===== src/hw/rtl/ufxd_pkg.sv =====
// ----------------------------------------------------------------------------
// ufxd_pkg
// Shared widths, constants and types for the UART frame deframer.
// ----------------------------------------------------------------------------
package ufxd_pkg;

  // Width of one serial byte
  localparam int unsigned ByteW = 8;

  // Width of the frame position field on the result channel
  localparam int unsigned PosOutW = 6;

  // Header byte that carries the payload length
  localparam int unsigned LengthPos = 3;

  typedef logic [ByteW-1:0]   byte_t;
  typedef logic [PosOutW-1:0] pos_out_t;

  // One result item
  typedef struct packed {
    byte_t    data_byte;
    pos_out_t frame_position;
    logic     frame_end;
    logic     checksum_good;
    logic     length_error;
  } res_t;

endpackage


===== src/hw/rtl/ufxd_if.sv =====
// ----------------------------------------------------------------------------
// ufxd_if
// Valid/ready channels of the deframer: received bytes in, results out.
// ----------------------------------------------------------------------------
interface ufxd_rx_if
  import ufxd_pkg::*;
();
  logic  valid;
  logic  ready;
  byte_t rx_byte;

  modport source (output valid, output rx_byte, input ready);
  modport sink   (input valid, input rx_byte, output ready);
endinterface

interface ufxd_res_if
  import ufxd_pkg::*;
();
  logic     valid;
  logic     ready;
  byte_t    data_byte;
  pos_out_t frame_position;
  logic     frame_end;
  logic     checksum_good;
  logic     length_error;

  modport source (
    output valid, output data_byte, output frame_position,
    output frame_end, output checksum_good, output length_error,
    input ready
  );
  modport sink (
    input valid, input data_byte, input frame_position,
    input frame_end, input checksum_good, input length_error,
    output ready
  );
endinterface


===== src/hw/rtl/uart_frame_xor_deframer_unit.sv =====
// ----------------------------------------------------------------------------
// uart_frame_xor_deframer_unit
// Splits a received byte stream into length-prefixed frames with XOR check.
// ----------------------------------------------------------------------------
// Output: each result is registered and is valid in the cycle after its byte transfer.
// Throughput: one byte per cycle; the result register is refilled in the
//   same cycle it is drained, so input ready only drops while a result
//   waits and the sink is not ready.
// Reset: rst_ni clears the frame counter, latched length, running XOR and
//   the result valid flag; the first byte after reset is frame position 0.
// ----------------------------------------------------------------------------
module uart_frame_xor_deframer_unit
  import ufxd_pkg::*;
#(
  parameter int unsigned HEADER_BYTES = 4,   // 4 .. 8
  parameter int unsigned MAX_PAYLOAD  = 32   // 1 .. 255
) (
  input  logic        clk_i,
  input  logic        rst_ni,
  ufxd_rx_if.sink     rx_i,
  ufxd_res_if.source  res_o
);

  // The frame counter must reach the checksum position of a full frame.
  localparam int unsigned PosW = $clog2(HEADER_BYTES + MAX_PAYLOAD + 1);
  // Compare width for position against header plus latched length.
  localparam int unsigned CmpW = (PosW > ByteW) ? PosW : ByteW;

  // --------------------------------------------------------------------------
  // Frame state
  // --------------------------------------------------------------------------
  logic [PosW-1:0] pos_q, pos_d;     // position of the next byte
  byte_t           len_q, len_d;     // payload length from the length byte
  byte_t           xor_q, xor_d;     // XOR of the frame's bytes so far

  // Result register
  logic valid_q, valid_d;
  res_t res_q, res_d;

  logic rx_xfer;
  logic pos_in_body;
  logic is_end;
  logic is_len_byte;
  logic len_err;
  logic [PosW+PosOutW-1:0] pos_wide;

  // Ready while the result slot is empty or being drained this cycle.
  assign rx_i.ready = !valid_q || res_o.ready;
  assign rx_xfer    = rx_i.valid && rx_i.ready;

  // --------------------------------------------------------------------------
  // Byte classification
  // --------------------------------------------------------------------------
  // The checksum byte sits right after the header and the payload. The
  // latched length never exceeds MAX_PAYLOAD, so the sum cannot wrap.
  assign pos_in_body = pos_q >= PosW'(HEADER_BYTES);
  assign is_end      = pos_in_body &&
                       (CmpW'(pos_q) == CmpW'(HEADER_BYTES) + CmpW'(len_q));
  assign is_len_byte = pos_q == PosW'(LengthPos);
  // Oversized length drops the frame right away.
  assign len_err     = !is_end && is_len_byte && (rx_i.rx_byte > ByteW'(MAX_PAYLOAD));

  // Position is reported modulo 64.
  assign pos_wide = (PosW + PosOutW)'(pos_q);

  // --------------------------------------------------------------------------
  // Next state and result
  // --------------------------------------------------------------------------
  always_comb begin
    pos_d   = pos_q;
    len_d   = len_q;
    xor_d   = xor_q;
    valid_d = valid_q;
    res_d   = res_q;

    if (res_o.ready) begin
      valid_d = 1'b0;
    end

    if (rx_xfer) begin
      valid_d              = 1'b1;
      res_d.data_byte      = rx_i.rx_byte;
      res_d.frame_position = pos_wide[PosOutW-1:0];
      res_d.frame_end      = is_end;
      res_d.checksum_good  = is_end && (rx_i.rx_byte == xor_q);
      res_d.length_error   = len_err;

      if (is_end || len_err) begin
        // restart: next byte opens a new frame
        pos_d = '0;
        xor_d = '0;
      end else begin
        if (is_len_byte) begin
          len_d = rx_i.rx_byte;
        end
        xor_d = xor_q ^ rx_i.rx_byte;
        pos_d = pos_q + PosW'(1);
      end
    end
  end

  always_ff @(posedge clk_i or negedge rst_ni) begin
    if (!rst_ni) begin
      pos_q   <= '0;
      len_q   <= '0;
      xor_q   <= '0;
      valid_q <= 1'b0;
    end else begin
      pos_q   <= pos_d;
      len_q   <= len_d;
      xor_q   <= xor_d;
      valid_q <= valid_d;
    end
  end

  // Payload register, no reset needed
  always_ff @(posedge clk_i) begin
    res_q <= res_d;
  end

  // --------------------------------------------------------------------------
  // Result channel
  // --------------------------------------------------------------------------
  assign res_o.valid          = valid_q;
  assign res_o.data_byte      = res_q.data_byte;
  assign res_o.frame_position = res_q.frame_position;
  assign res_o.frame_end      = res_q.frame_end;
  assign res_o.checksum_good  = res_q.checksum_good;
  assign res_o.length_error   = res_q.length_error;

endmodule


===== src/flat_wrapper.sv =====
// flat-port wrapper written by rule: the top's interface ports become plain ports
module uart_frame_xor_deframer_unit_flat import ufxd_pkg::*;
#(
  parameter int unsigned HEADER_BYTES = 4,            
  parameter int unsigned MAX_PAYLOAD  = 32              
)
  (clk_i, rst_ni, rx_i_valid, rx_i_rx_byte, rx_i_ready, res_o_valid, res_o_data_byte, res_o_frame_position, res_o_frame_end, res_o_checksum_good, res_o_length_error, res_o_ready);
  ufxd_rx_if rx_i_i ();
  ufxd_res_if res_o_i ();
  input  logic clk_i;
  input  logic rst_ni;
  input wire logic [$bits(rx_i_i.valid)-1:0] rx_i_valid;
  input wire logic [$bits(rx_i_i.rx_byte)-1:0] rx_i_rx_byte;
  output wire logic [$bits(rx_i_i.ready)-1:0] rx_i_ready;
  output wire logic [$bits(res_o_i.valid)-1:0] res_o_valid;
  output wire logic [$bits(res_o_i.data_byte)-1:0] res_o_data_byte;
  output wire logic [$bits(res_o_i.frame_position)-1:0] res_o_frame_position;
  output wire logic [$bits(res_o_i.frame_end)-1:0] res_o_frame_end;
  output wire logic [$bits(res_o_i.checksum_good)-1:0] res_o_checksum_good;
  output wire logic [$bits(res_o_i.length_error)-1:0] res_o_length_error;
  input wire logic [$bits(res_o_i.ready)-1:0] res_o_ready;
  assign rx_i_i.valid = rx_i_valid;
  assign rx_i_i.rx_byte = rx_i_rx_byte;
  assign rx_i_ready = rx_i_i.ready;
  assign res_o_valid = res_o_i.valid;
  assign res_o_data_byte = res_o_i.data_byte;
  assign res_o_frame_position = res_o_i.frame_position;
  assign res_o_frame_end = res_o_i.frame_end;
  assign res_o_checksum_good = res_o_i.checksum_good;
  assign res_o_length_error = res_o_i.length_error;
  assign res_o_i.ready = res_o_ready;
  uart_frame_xor_deframer_unit #(.HEADER_BYTES(HEADER_BYTES), .MAX_PAYLOAD(MAX_PAYLOAD)) u_core (.clk_i(clk_i), .rst_ni(rst_ni), .rx_i(rx_i_i), .res_o(res_o_i));
endmodule

===== config.mk =====
export PLATFORM = sky130hd
export DESIGN_NAME = uart_frame_xor_deframer_unit_flat
export DESIGN_NICKNAME = d
export VERILOG_FILES = /design/src/hw/rtl/ufxd_pkg.sv /design/src/hw/rtl/ufxd_if.sv /design/src/hw/rtl/uart_frame_xor_deframer_unit.sv /design/src/flat_wrapper.sv
export SDC_FILE = /design/constraint.sdc
export NUM_CORES = 1
export LEC_CHECK = 0
export ABC_AREA = 1
export BUFFER_PORTS_ARGS = -buffer_cell sky130_fd_sc_hd__buf_2
export CAP_MARGIN = 5
export CORE_MARGIN = 3
export CORE_UTILIZATION = 55
export DETAILED_ROUTE_END_ITERATION = 8
export PLACE_DENSITY = 0.84
export SETUP_SLACK_MARGIN = 0.3
export SLEW_MARGIN = 5
export SYNTH_ARGS = -nofsm -noshare
export SYNTH_HDL_FRONTEND = slang
export SYNTH_SLANG_ARGS = --single-unit

===== constraint.sdc =====
create_clock -name clk_i -period 2.65 [get_ports clk_i]
set_input_delay 0.1325 -clock clk_i [delete_from_list [all_inputs] [get_ports clk_i]]
set_output_delay 0.1325 -clock clk_i [all_outputs]
set_load 0.02 [all_outputs]

---- Word level (Yosys, flattened, before mapping) ----
Cells that the tools add are included.
word-level totals
  register bits ........................... 40
  bits of input ports ..................... 12
  output and inout port bits .............. 19
cells by class
  add/subtract/negate cells ............... 2
  $lt $le $gt $ge ......................... 2
  equal/unequal tests ..................... 3
  muxes and demuxes ....................... 4
  bitwise logic cells ..................... 2
  reduce and logical (&&, ||, !) cells .... 11
operator list
  cell                 number
  $add 3x8->8 const A  1
  $eq 6x8->1           1
  $eq 8x8->1           1
  $gt 8x6->1 const B   1
  $mux 8               1
  $xor 8x8->8          1
  $add 6x1->6 const B  1
  $eq 6x2->1 const B   1
  $ge 6x3->1 const B   1
  $mux 6               1
  $logic_and 1x1->1    5
  $reduce_and 3->1     1
  $logic_not 1->1      2
  $logic_or 1x1->1     2
  $mux 1               2
  $reduce_bool 2->1    1
  $not 1->1            1

---- Logic depth before layout (Yosys ltp) ----
Gate-level depths: netlist of run 1.
  depth in word-level cells ............... 9
  depth in mapped cells ................... 11
  depth with buffers taken out ............ 10

---- Least setup slack after synthesis of run 1 ----
No wires, ideal clock.
  path kind ............................... flip-flop to flip-flop
  from .................................... register u_core.valid_q (netlist: u_core.res_o.valid)
  to ...................................... register u_core.res_q, in the netlist u_core.res_o.checksum_good, enable pin
  library setup time ...................... 0.361 ns
  arrival time ............................ 1.296 ns
  required time ........................... 2.289 ns
  setup slack ............................. 0.993 ns
  cell stages (with the launch flop) ...... 5
  path buffers ............................ 1
  clock period less this slack ............ 1.657 ns
  cells stage by stage .................... dfrtp_1 nand2_1 nand2_2 inv_2 buf_2
between the ends
  word-level cells in the longest chain between the ends .. 3
RTL lines
  item                      RTL line                             source
  from (decl)               uart_frame_xor_deframer_unit.sv:37   logic valid_q, valid_d;
  from (signal assigned)    uart_frame_xor_deframer_unit.sv:112  valid_q <= valid_d;
  $logic_not 1->1           uart_frame_xor_deframer_unit.sv:48   assign rx_i.ready = !valid_q || res_o.ready;
  $logic_or 1x1->1          uart_frame_xor_deframer_unit.sv:48
  named net rx_i_ready      flat_wrapper.sv:14                   output wire logic [$bits(rx_i_i.ready)-1:0] rx_i_ready;
  $logic_and 1x1->1         uart_frame_xor_deframer_unit.sv:49   assign rx_xfer = rx_i.valid && rx_i.ready;
  named net u_core.rx_xfer  uart_frame_xor_deframer_unit.sv:40   logic rx_xfer;
  to (signal assigned)      uart_frame_xor_deframer_unit.sv:118  res_q <= res_d;
  to (decl)                 uart_frame_xor_deframer_unit.sv:38   res_t res_q, res_d;
The timed path passes the listed nets, and every way through them passes these cells.
A chain may end at the register's enable or synchronous reset.

---- Worst setup path in the final report of run 1 ----
  from .................................... register u_core.valid_q (netlist: u_core.res_o.valid)
  to ...................................... register u_core.pos_q[4]
between the ends
  word-level cells in the longest chain between the ends .. 3
RTL lines
  item                  RTL line                             source
  $logic_not 1->1       uart_frame_xor_deframer_unit.sv:48
  $logic_or 1x1->1      uart_frame_xor_deframer_unit.sv:48
  $logic_and 1x1->1     uart_frame_xor_deframer_unit.sv:49
  to (signal assigned)  uart_frame_xor_deframer_unit.sv:109  pos_q <= pos_d;
  to (decl)             uart_frame_xor_deframer_unit.sv:32   logic [PosW-1:0] pos_q, pos_d;
No other way between the ends.

==> flow_summary_export.csv, run 1 <==
group,metric,value,unit
detailed_routing,routed_wire_length_per_instance,12.75,um
worst_setup_path,cp_slowest_cell,"dfrtp_1",
logic_synthesis,synth_async_sr_flop_share,0.5750,
worst_setup_path,critical_path_peak_fanout,19,
layout,layout.filler_cells,257,
floorplanning,boundaryPins,31,
timing,setup_violations,0,
global_route,grt_pass1_vias,1326,
detailed_routing,dr.first_iter.drc_count,46,
timing,worst-slew-pin-transition,0.5302,ns
global_route,grt_antenna_before_repair,0,
global_route,first_pass_grt_wire_length,6.016,mm
worst_setup_path,path_length_in_cells_of_the_critical_path,8,
power_and_ir_drop,pwr_density_cell,795.0,nW/um2
placement,hpwlAfterDp,2.649,mm
timing,clock.fmax,532.7,MHz
logic_synthesis,netlist.top_cell.by_area,"dfrtp_1",
logic_synthesis,synth_ff_type,"dfrtp_1",
layout,layout.cell_area.non_filler,2157,um2
floorplanning,die_height,65.06,um
layout,post_route_cells_drive_above_1_share,0.2500,
placement,placed_cell_area,2097,um2
logic_synthesis,synth_seq_cells,40,
detailed_routing,via_per_inst,5.072,
floorplanning,fp.dieArea,4232,um2
worst_setup_path,worstPathArrival,2.11,ns
cts,clkLatencyLatePin,0.34,ns
detailed_routing,post-route-drc-count,0,
cts,clockRootBuffer,"clkbuf_4",
worst_setup_path,critical_path.cell_chain,"nand2_1, nand2_2, inv_2, buf_4, nand3_1, nor2_1, xor2_1, a21oi_2",
detailed_routing,final_antenna_net_count,0,
worst_hold_path,worst_hold_check_path_type,"in -> reg",
floorplanning,floorplan.rows,20,
cts,cts_htree_levels,2,
floorplanning,die_w,65.06,um
timing,maxSlewViolCount,0,
logic_synthesis,ys_top_cells_by_area,"dfrtp_1 (30%), edfxtp_1 (27%), nand2_1 (11%), inv_1 (4.5%), o21ai_2 (2.7%)",
global_route,grt_overflow,0,
timing,timing.final.crit_period,1.877,ns
layout,diodes_inserted,0,
global_route,grtUsageTotal,0.1926,
detailed_routing,finalWirelength,3.519,mm
power_and_ir_drop,vdd.ir_drop.worst,419.7,uV
worst_setup_path,worst_ep_required_time,2.88,ns
layout,layoutNonFillerInstCount,276,
worst_setup_path,worst_setup_path_end_kind,"register",
floorplanning,core_box_area,3178,um2
placement,placed_cells_incl_taps,267,
worst_setup_path,crit_path_max_incr_delay,0.40,ns
cts,max-clock-path-buffers,2,
worst_setup_path,setup.worst_path.start_class,"register",
cts,clock-sinks,40,
worst_setup_path,critical_path.top_delay_family,"simple AND/OR/NAND/NOR gates",
logic_synthesis,yosys-top-cells-count,"nand2_1 (54), dfrtp_1 (23), inv_1 (23)",
logic_synthesis,synth_enable_flop_cells,17,
timing,fin_setup_tns,0,ns
logic_synthesis,post_synthesis_mean_instance_area,9.786,um2
timing,finClkSkew,0.007164,ns
layout,finish.utilization,0.6787,
cts,postCtsSetupBuffers,0,
status,outcome,"finished clean",
logic_synthesis,yosys.area.top_type_share,0.3001,
logic_synthesis,sequential_share_of_the_synthesized_area,0.5662,
worst_setup_path,critical_path_class,"reg -> reg",
worst_setup_path,timing.critical_path.buf_inv,2,
detailed_routing,detailroute.via_count,1400,
timing,max_slew_margin,0.6455,
timing,report.final.hold_viol_count,0,
logic_synthesis,synth_nets,211,
cts,cts.reportedPaths.clkPinSlew,0.11,ns
cts,clock_tree_from_tritoncts,"yes",
cts,cts-buffers-inserted,5,
timing,setup_repair_after_global_routing_missed_its_margin,"no",
power_and_ir_drop,leakagePower,1.031,nW
logic_synthesis,netlist_area,1918,um2
logic_synthesis,yosysWarnings,0,
detailed_routing,firstDrtPassIters,4,
logic_synthesis,netlist_instances,196,
layout,syn_to_final_growth,12.46,%
logic_synthesis,yosysMostFrequentCell,"nand2_1",
timing,fin_crit_share,0.7084,
placement,port-buffer-count,30,
floorplanning,start_util,0.6035,
layout,final_net_count,246,
logic_synthesis,synth.lib_cells_used.distinct,30,
global_route,grt_start_max_net_pins,24,
worst_hold_path,whs_path_depth,1,
placement,gp_routability_congestion,0.8686,
flow_run,max_cap_viol_count,0,
worst_setup_path,worst-r2r-cell-count,8,
==> layout make-up <==
class	count	area (um2)	share of cell area
sequential	40	1086	0.5035
multi-input combinational	127	704.4	0.3266
timing repair buffer	32	167.7	0.07773
inverter	25	93.84	0.04350
tap	44	55.05	0.02552
clock buffer	7	45.04	0.02088
clock inverter	1	5.005	0.002320
==> layout by cell type, fill, tap and decap left out, types with 5 or more instances in the layout <==
cell type  count
nand2_1       54
buf_2         30
inv_1         23
dfrtp_1       23
edfxtp_1      17
nor2_1        10
o21ai_1        8
nand3_1        7
xor2_1         6
o21ai_2        6
nand4_1        5
xnor2_1        5
clkbuf_4       5
==> timing repair <==
item,in CTS,in global routing
resized for setup,0,0
hold buffers,1,0
endpoints found under the hold margin,23,0
==> power by group <==
group | internal [W] | switching [W]
logic | 0.000202 | 0.000315
registers | 0.000791 | 0.000121
clock network | 0.000103 | 0.000183
total | 0.00110 | 0.000619
==> cell families after synthesis <==
| group | Yosys count | synth area share |
|---|---|---|
| AND/OR/NAND/NOR | 91 | 0.2205 |
| flip-flops | 40 | 0.5662 |
| buffers and inverters | 29 | 0.06653 |
| AO/OA/AOI/OAI | 22 | 0.07697 |
| XOR/XNOR | 11 | 0.05023 |
| adder cells (fa/ha/maj) | 3 | 0.01957 |
==> path summary, 6_finish.rpt <==
| path | start | end | slack [ns] |
|---|---|---|---|
| max in group asynchronous | rst_ni | u_core.xor_q[6]$_DFFE_PN0P_ | 2.02 |
| worst min-delay path | rx_i_rx_byte[6] | u_core.res_o.data_byte[6]$_DFFE_PP_ | 0.01 |
| worst max register to register | u_core.res_o.valid$_DFFE_PN0P_ | u_core.pos_q[4]$_DFFE_PN0P_ | 0.77 |
| min in group asynchronous | rst_ni | u_core.res_o.valid$_DFFE_PN0P_ | 0.27 |
| worst min register to register | u_core.len_q[7]$_DFFE_PN0P_ | u_core.len_q[7]$_DFFE_PN0P_ | 0.51 |
| worst max-delay path | u_core.res_o.valid$_DFFE_PN0P_ | u_core.pos_q[4]$_DFFE_PN0P_ | 0.77 |
==> per-layer routing <==
layer | GRT usage | part of all wire | up-vias | wire length [um]
met2 | 0.3116 | 0.47 | 32 | 1671
met1 | 0.2491 | 0.46 | 656 | 1617
met4 | 0.08549 | 0.018 | 0 | 63
li1 | - | - | 703 | -
met5 | 0 | 0 | - | 0
met3 | 0.04159 | 0.047 | 9 | 166
==> sequential cells by signal, summed over array words and instances (netlist names) <==
name,cells
u_core.pos_q,6
u_core.res_o.frame_end,1
u_core.res_o.data_byte,8
u_core.len_q,8
u_core.xor_q,8
u_core.res_o.length_error,1
u_core.res_o.valid,1
u_core.res_o.frame_position,6
u_core.res_o.checksum_good,1
==> metrics by stage <==
step | worst slack, ns | hold WS, ns | power [W]
finish | 0.7728 | 0.01166 | 0.001715
global route | 0.5480 | 0.008447 | 0.001838
CTS | 0.7649 | 0.002545 | 0.001723
detailed placement | 0.7816 | 0.1320 | 0.001437
global placement | 0.8780 | 0.1239 | 0.001414
floorplan | 0.9930 | -0.1631 | 0.001298
Power figures use the tool's default switching activity.
==> run 2: changes to the inputs <==
--- a/config.mk
+++ b/config.mk
@@ -5,13 +5,13 @@
 export SDC_FILE = /design/constraint.sdc
 export NUM_CORES = 1
 export LEC_CHECK = 0
-export ABC_AREA = 1
+export ABC_AREA = 0
 export BUFFER_PORTS_ARGS = -buffer_cell sky130_fd_sc_hd__buf_2
 export CAP_MARGIN = 5
 export CORE_MARGIN = 3
-export CORE_UTILIZATION = 55
+export CORE_UTILIZATION = 50
 export DETAILED_ROUTE_END_ITERATION = 8
-export PLACE_DENSITY = 0.84
+export PLACE_DENSITY = 0.81
 export SETUP_SLACK_MARGIN = 0.3
 export SLEW_MARGIN = 5
 export SYNTH_ARGS = -nofsm -noshare
==> constraint.sdc (replaced) <==
create_clock -name clk_i -period 1.6 [get_ports clk_i]
set_input_delay 0.08 -clock clk_i [delete_from_list [all_inputs] [get_ports clk_i]]
set_output_delay 0.08 -clock clk_i [all_outputs]
set_load 0.02 [all_outputs]
==> run 2 against run 1 <==
The run now ends with negative setup slack left. Synthesized cell count decreased by 18%. Global-route usage is 2.3 points higher. Cell area increased by 19%. Worst hold slack got worse by 0.012 ns. First-iteration DRC count increased to 2.5 times the previous value. Largest cell class unchanged. Highest routed layer unchanged.
==> flow_summary_export.csv, run 2 <==
group,metric,value,unit
layout,post_route_cells_drive_above_1_share,0.4589,
logic_synthesis,synth_async_sr_flop_share,0.5750,
floorplanning,start_util,0.5399,
placement,hpwlAfterDp,3.064,mm
global_route,grtUsageTotal,0.2159,
worst_hold_path,worstHoldStart,"rx_i_valid",
detailed_routing,final_antenna_net_count,0,
timing,report.final.hold_viol_count,0,
detailed_routing,dr.first_iter.drc_count,116,
layout,layoutNonFillerInstCount,277,
worst_setup_path,terminus_of_the_critical_flop_to_flop_path,"u_core.len_q[2]$_DFFE_PN0P_",
timing,timing.final.crit_period,2.090,ns
worst_setup_path,setup.worst_path.start_class,"register",
worst_hold_path,whs_path_depth,2,
logic_synthesis,synth_enable_flop_cells,17,
timing,worst-slew-pin-transition,0.5416,ns
flow_run,max_cap_viol_count,0,
layout,layout.cells.most_common_list,"buf_4 (34), buf_2 (30), dfrtp_1 (21)",
floorplanning,die_height,67.43,um
detailed_routing,detailroute.via_count,1474,
logic_synthesis,synth_nets,176,
detailed_routing,via_per_inst,5.321,
detailed_routing,post-route-drc-count,0,
worst_setup_path,critical_path_class,"reg -> reg",
timing,setup_violations,24,
logic_synthesis,yosys.area.top_type_share,0.3050,
cts,clockRootBuffer,"clkbuf_8",
worst_setup_path,rr_startpoint,"u_core.len_q[3]$_DFFE_PN0P_",
global_route,grt_pass1_vias,1459,
floorplanning,core_box_area,3495,um2
placement,port-buffer-count,30,
placement,placed_cells_incl_taps,264,
logic_synthesis,yosys-top-cells-count,"dfrtp_1 (23), inv_1 (20), edfxtp_1 (17)",
status,failed_checks,"negative setup slack",
cts,clock-sinks,40,
logic_synthesis,netlist.top_cell.by_area,"dfrtp_1",
cts,cts-buffers-inserted,5,
detailed_routing,firstDrtPassIters,5,
global_route,grt_start_max_net_pins,24,
placement,dp_worst_setup_slack,-0.4352,ns
timing,max_slew_margin,0.6389,
cts,clock_tree_from_tritoncts,"yes",
timing,fin_crit_share,1.306,
placement,gp_routability_congestion,0.8131,
cts,cts_htree_levels,2,
layout,layout.filler_cells,256,
logic_synthesis,synth_seq_cells,40,
global_route,first_pass_grt_wire_length,6.982,mm
timing,finClkSkew,0.007873,ns
cts,max-clock-path-buffers,2,
timing,postLayoutSetupSlackWorst,-0.4902,ns
logic_synthesis,netlist_area,1887,um2
power_and_ir_drop,pwr_density_cell,1044,nW/um2
detailed_routing,finalWirelength,4.502,mm
cts,cts.reportedPaths.clkPinSlew,0.07,ns
layout,final_net_count,245,
floorplanning,die_w,67.43,um
worst_setup_path,worst_ep_required_time,1.77,ns
layout,diodes_inserted,0,
worst_setup_path,critical_path_peak_fanout,7,
logic_synthesis,post_synthesis_mean_instance_area,11.72,um2
worst_setup_path,rrSetupSlack,-0.49,ns
logic_synthesis,synth.lib_cells_used.distinct,36,
floorplanning,floorplan.rows,21,
floorplanning,boundaryPins,31,
worst_setup_path,worstPathArrival,2.26,ns
logic_synthesis,ys_top_cells_by_area,"dfrtp_1 (31%), edfxtp_1 (27%), xor2_1 (5.6%), inv_1 (4.0%), nand2_1 (3.0%)",
worst_hold_path,worst_hold_check_path_type,"in -> reg",
worst_hold_path,worstHoldEndpoint,"u_core.res_o.valid$_DFFE_PN0P_",
worst_setup_path,worst_setup_path_end_kind,"register",
status,outcome,"complete, but fails checks",
global_route,grt_antenna_before_repair,0,
logic_synthesis,synth_ff_type,"dfrtp_1",
detailed_routing,routed_wire_length_per_instance,16.25,um
timing,maxSlewViolCount,0,
logic_synthesis,yosysMostFrequentCell,"dfrtp_1",
global_route,grt_overflow,0,
cts,clkLatencyLatePin,0.29,ns
logic_synthesis,sequential_share_of_the_synthesized_area,0.5756,
logic_synthesis,netlist_instances,161,
timing,setup_repair_after_global_routing_missed_its_margin,"yes",
logic_synthesis,yosysWarnings,0,
power_and_ir_drop,vdd.ir_drop.worst,703.8,uV
worst_setup_path,worst-r2r-cell-count,7,
timing,clock.fmax,478.4,MHz
layout,syn_to_final_growth,36.21,%
power_and_ir_drop,leakagePower,1.198,nW
floorplanning,fp.dieArea,4547,um2
layout,layout_commonest_cell,"buf_4",
-- run 2: cell count changes after synthesis, moves of 6 or more --
cell,change
a21oi_1,+7
o21ai_2,-6
nor2_1,-8
nand2_1,-39
o22ai_1,+8
xor2_1,+6
o21ai_1,-7
-- run 2: worst max path at each step --
stage                                startpoint                           to  slack [ns]
floorplan           u_core.len_q[3]$_DFFE_PN0P_  u_core.len_q[0]$_DFFE_PN0P_       -0.35
global placement    u_core.len_q[3]$_DFFE_PN0P_  u_core.len_q[3]$_DFFE_PN0P_       -0.37
detailed placement  u_core.len_q[3]$_DFFE_PN0P_  u_core.len_q[2]$_DFFE_PN0P_       -0.44
CTS                 u_core.len_q[3]$_DFFE_PN0P_  u_core.len_q[3]$_DFFE_PN0P_       -0.44
global route        u_core.len_q[3]$_DFFE_PN0P_  u_core.len_q[3]$_DFFE_PN0P_       -0.55
finish              u_core.len_q[3]$_DFFE_PN0P_  u_core.len_q[2]$_DFFE_PN0P_       -0.49
-- run 2: critical path: stages, from the launching register on --
cell,delay (ns)
dfrtp_1,0.41
ha_4,0.26
xor2_2,0.14
nor4_2,0.23
nand3_2,0.14
o31a_4,0.33
nand3_4,0.14
mux2_4,0.32
-- run 2: metrics by stage --
stage / utilization / hold slack, ns / TNS [ns] / instance area (um2) / total power [W]
after floorplan: - / -0.2156 / -5.003 / 1948 / 0.001739
after global placement: 0.6745 / 0.07823 / -6.313 / 2357 / 0.001970
after detailed placement: 0.6745 / 0.09033 / -7.950 / 2357 / 0.002013
after CTS: 0.7139 / 0.01026 / -8.720 / 2495 / 0.002661
after global routing: 0.7354 / 0.01858 / -12.08 / 2570 / 0.002834
final: 0.7354 / 0.0001451 / -10.30 / 2570 / 0.002683
-- run 2: per-layer routing --
metal  part of all wire  GRT usage  wire, um  up-vias
met2               0.55     0.3742      2471       38
met5                  0          0         0        -
li1                   -          -         -      701
met1               0.40     0.2584      1782      728
met3              0.036    0.03993       162        7
met4              0.019     0.1013        86        0
-- run 2: where the power goes --
| part | leakage [nW] | switching, W | internal [W] |
|---|---|---|---|
| Combinational | 0.717 | 0.000373 | 0.000302 |
| Clock | 0.0399 | 0.000324 | 0.000303 |
| Sequential | 0.441 | 0.000142 | 0.00124 |
| Total | 1.20 | 0.000839 | 0.00184 |
-- run 2: final cells by class --
type | count | area [um2] | area share
tap | 46 | 57.56 | 0.02240
clock buffer | 7 | 76.32 | 0.02970
timing repair buffer | 66 | 426.7 | 0.1660
inverter | 21 | 83.83 | 0.03262
multi-input combinational | 96 | 833.3 | 0.3242
clock inverter | 1 | 3.754 | 0.001461
sequential | 40 | 1089 | 0.4236
-- run 2: kinds of logic after synthesis --
group           share of synthesized area
xor+xnor                          0.07427
buf+inv                           0.05636
fa+ha+maj                         0.01990
compound gates                     0.1127
mux                               0.03979
flops                              0.5756
simple gates                       0.1213
-- run 2: what timing repair did --
| item | in CTS | in global routing |
|---|---|---|
| setup endpoints to repair | 25 | 25 |
| hold buffers | 1 | 0 |
| gates resized for setup | 7 | 12 |
| setup buffers | 2 | 2 |
| endpoints found under the hold margin | 23 | 0 |
| pin swaps | 3 | 2 |
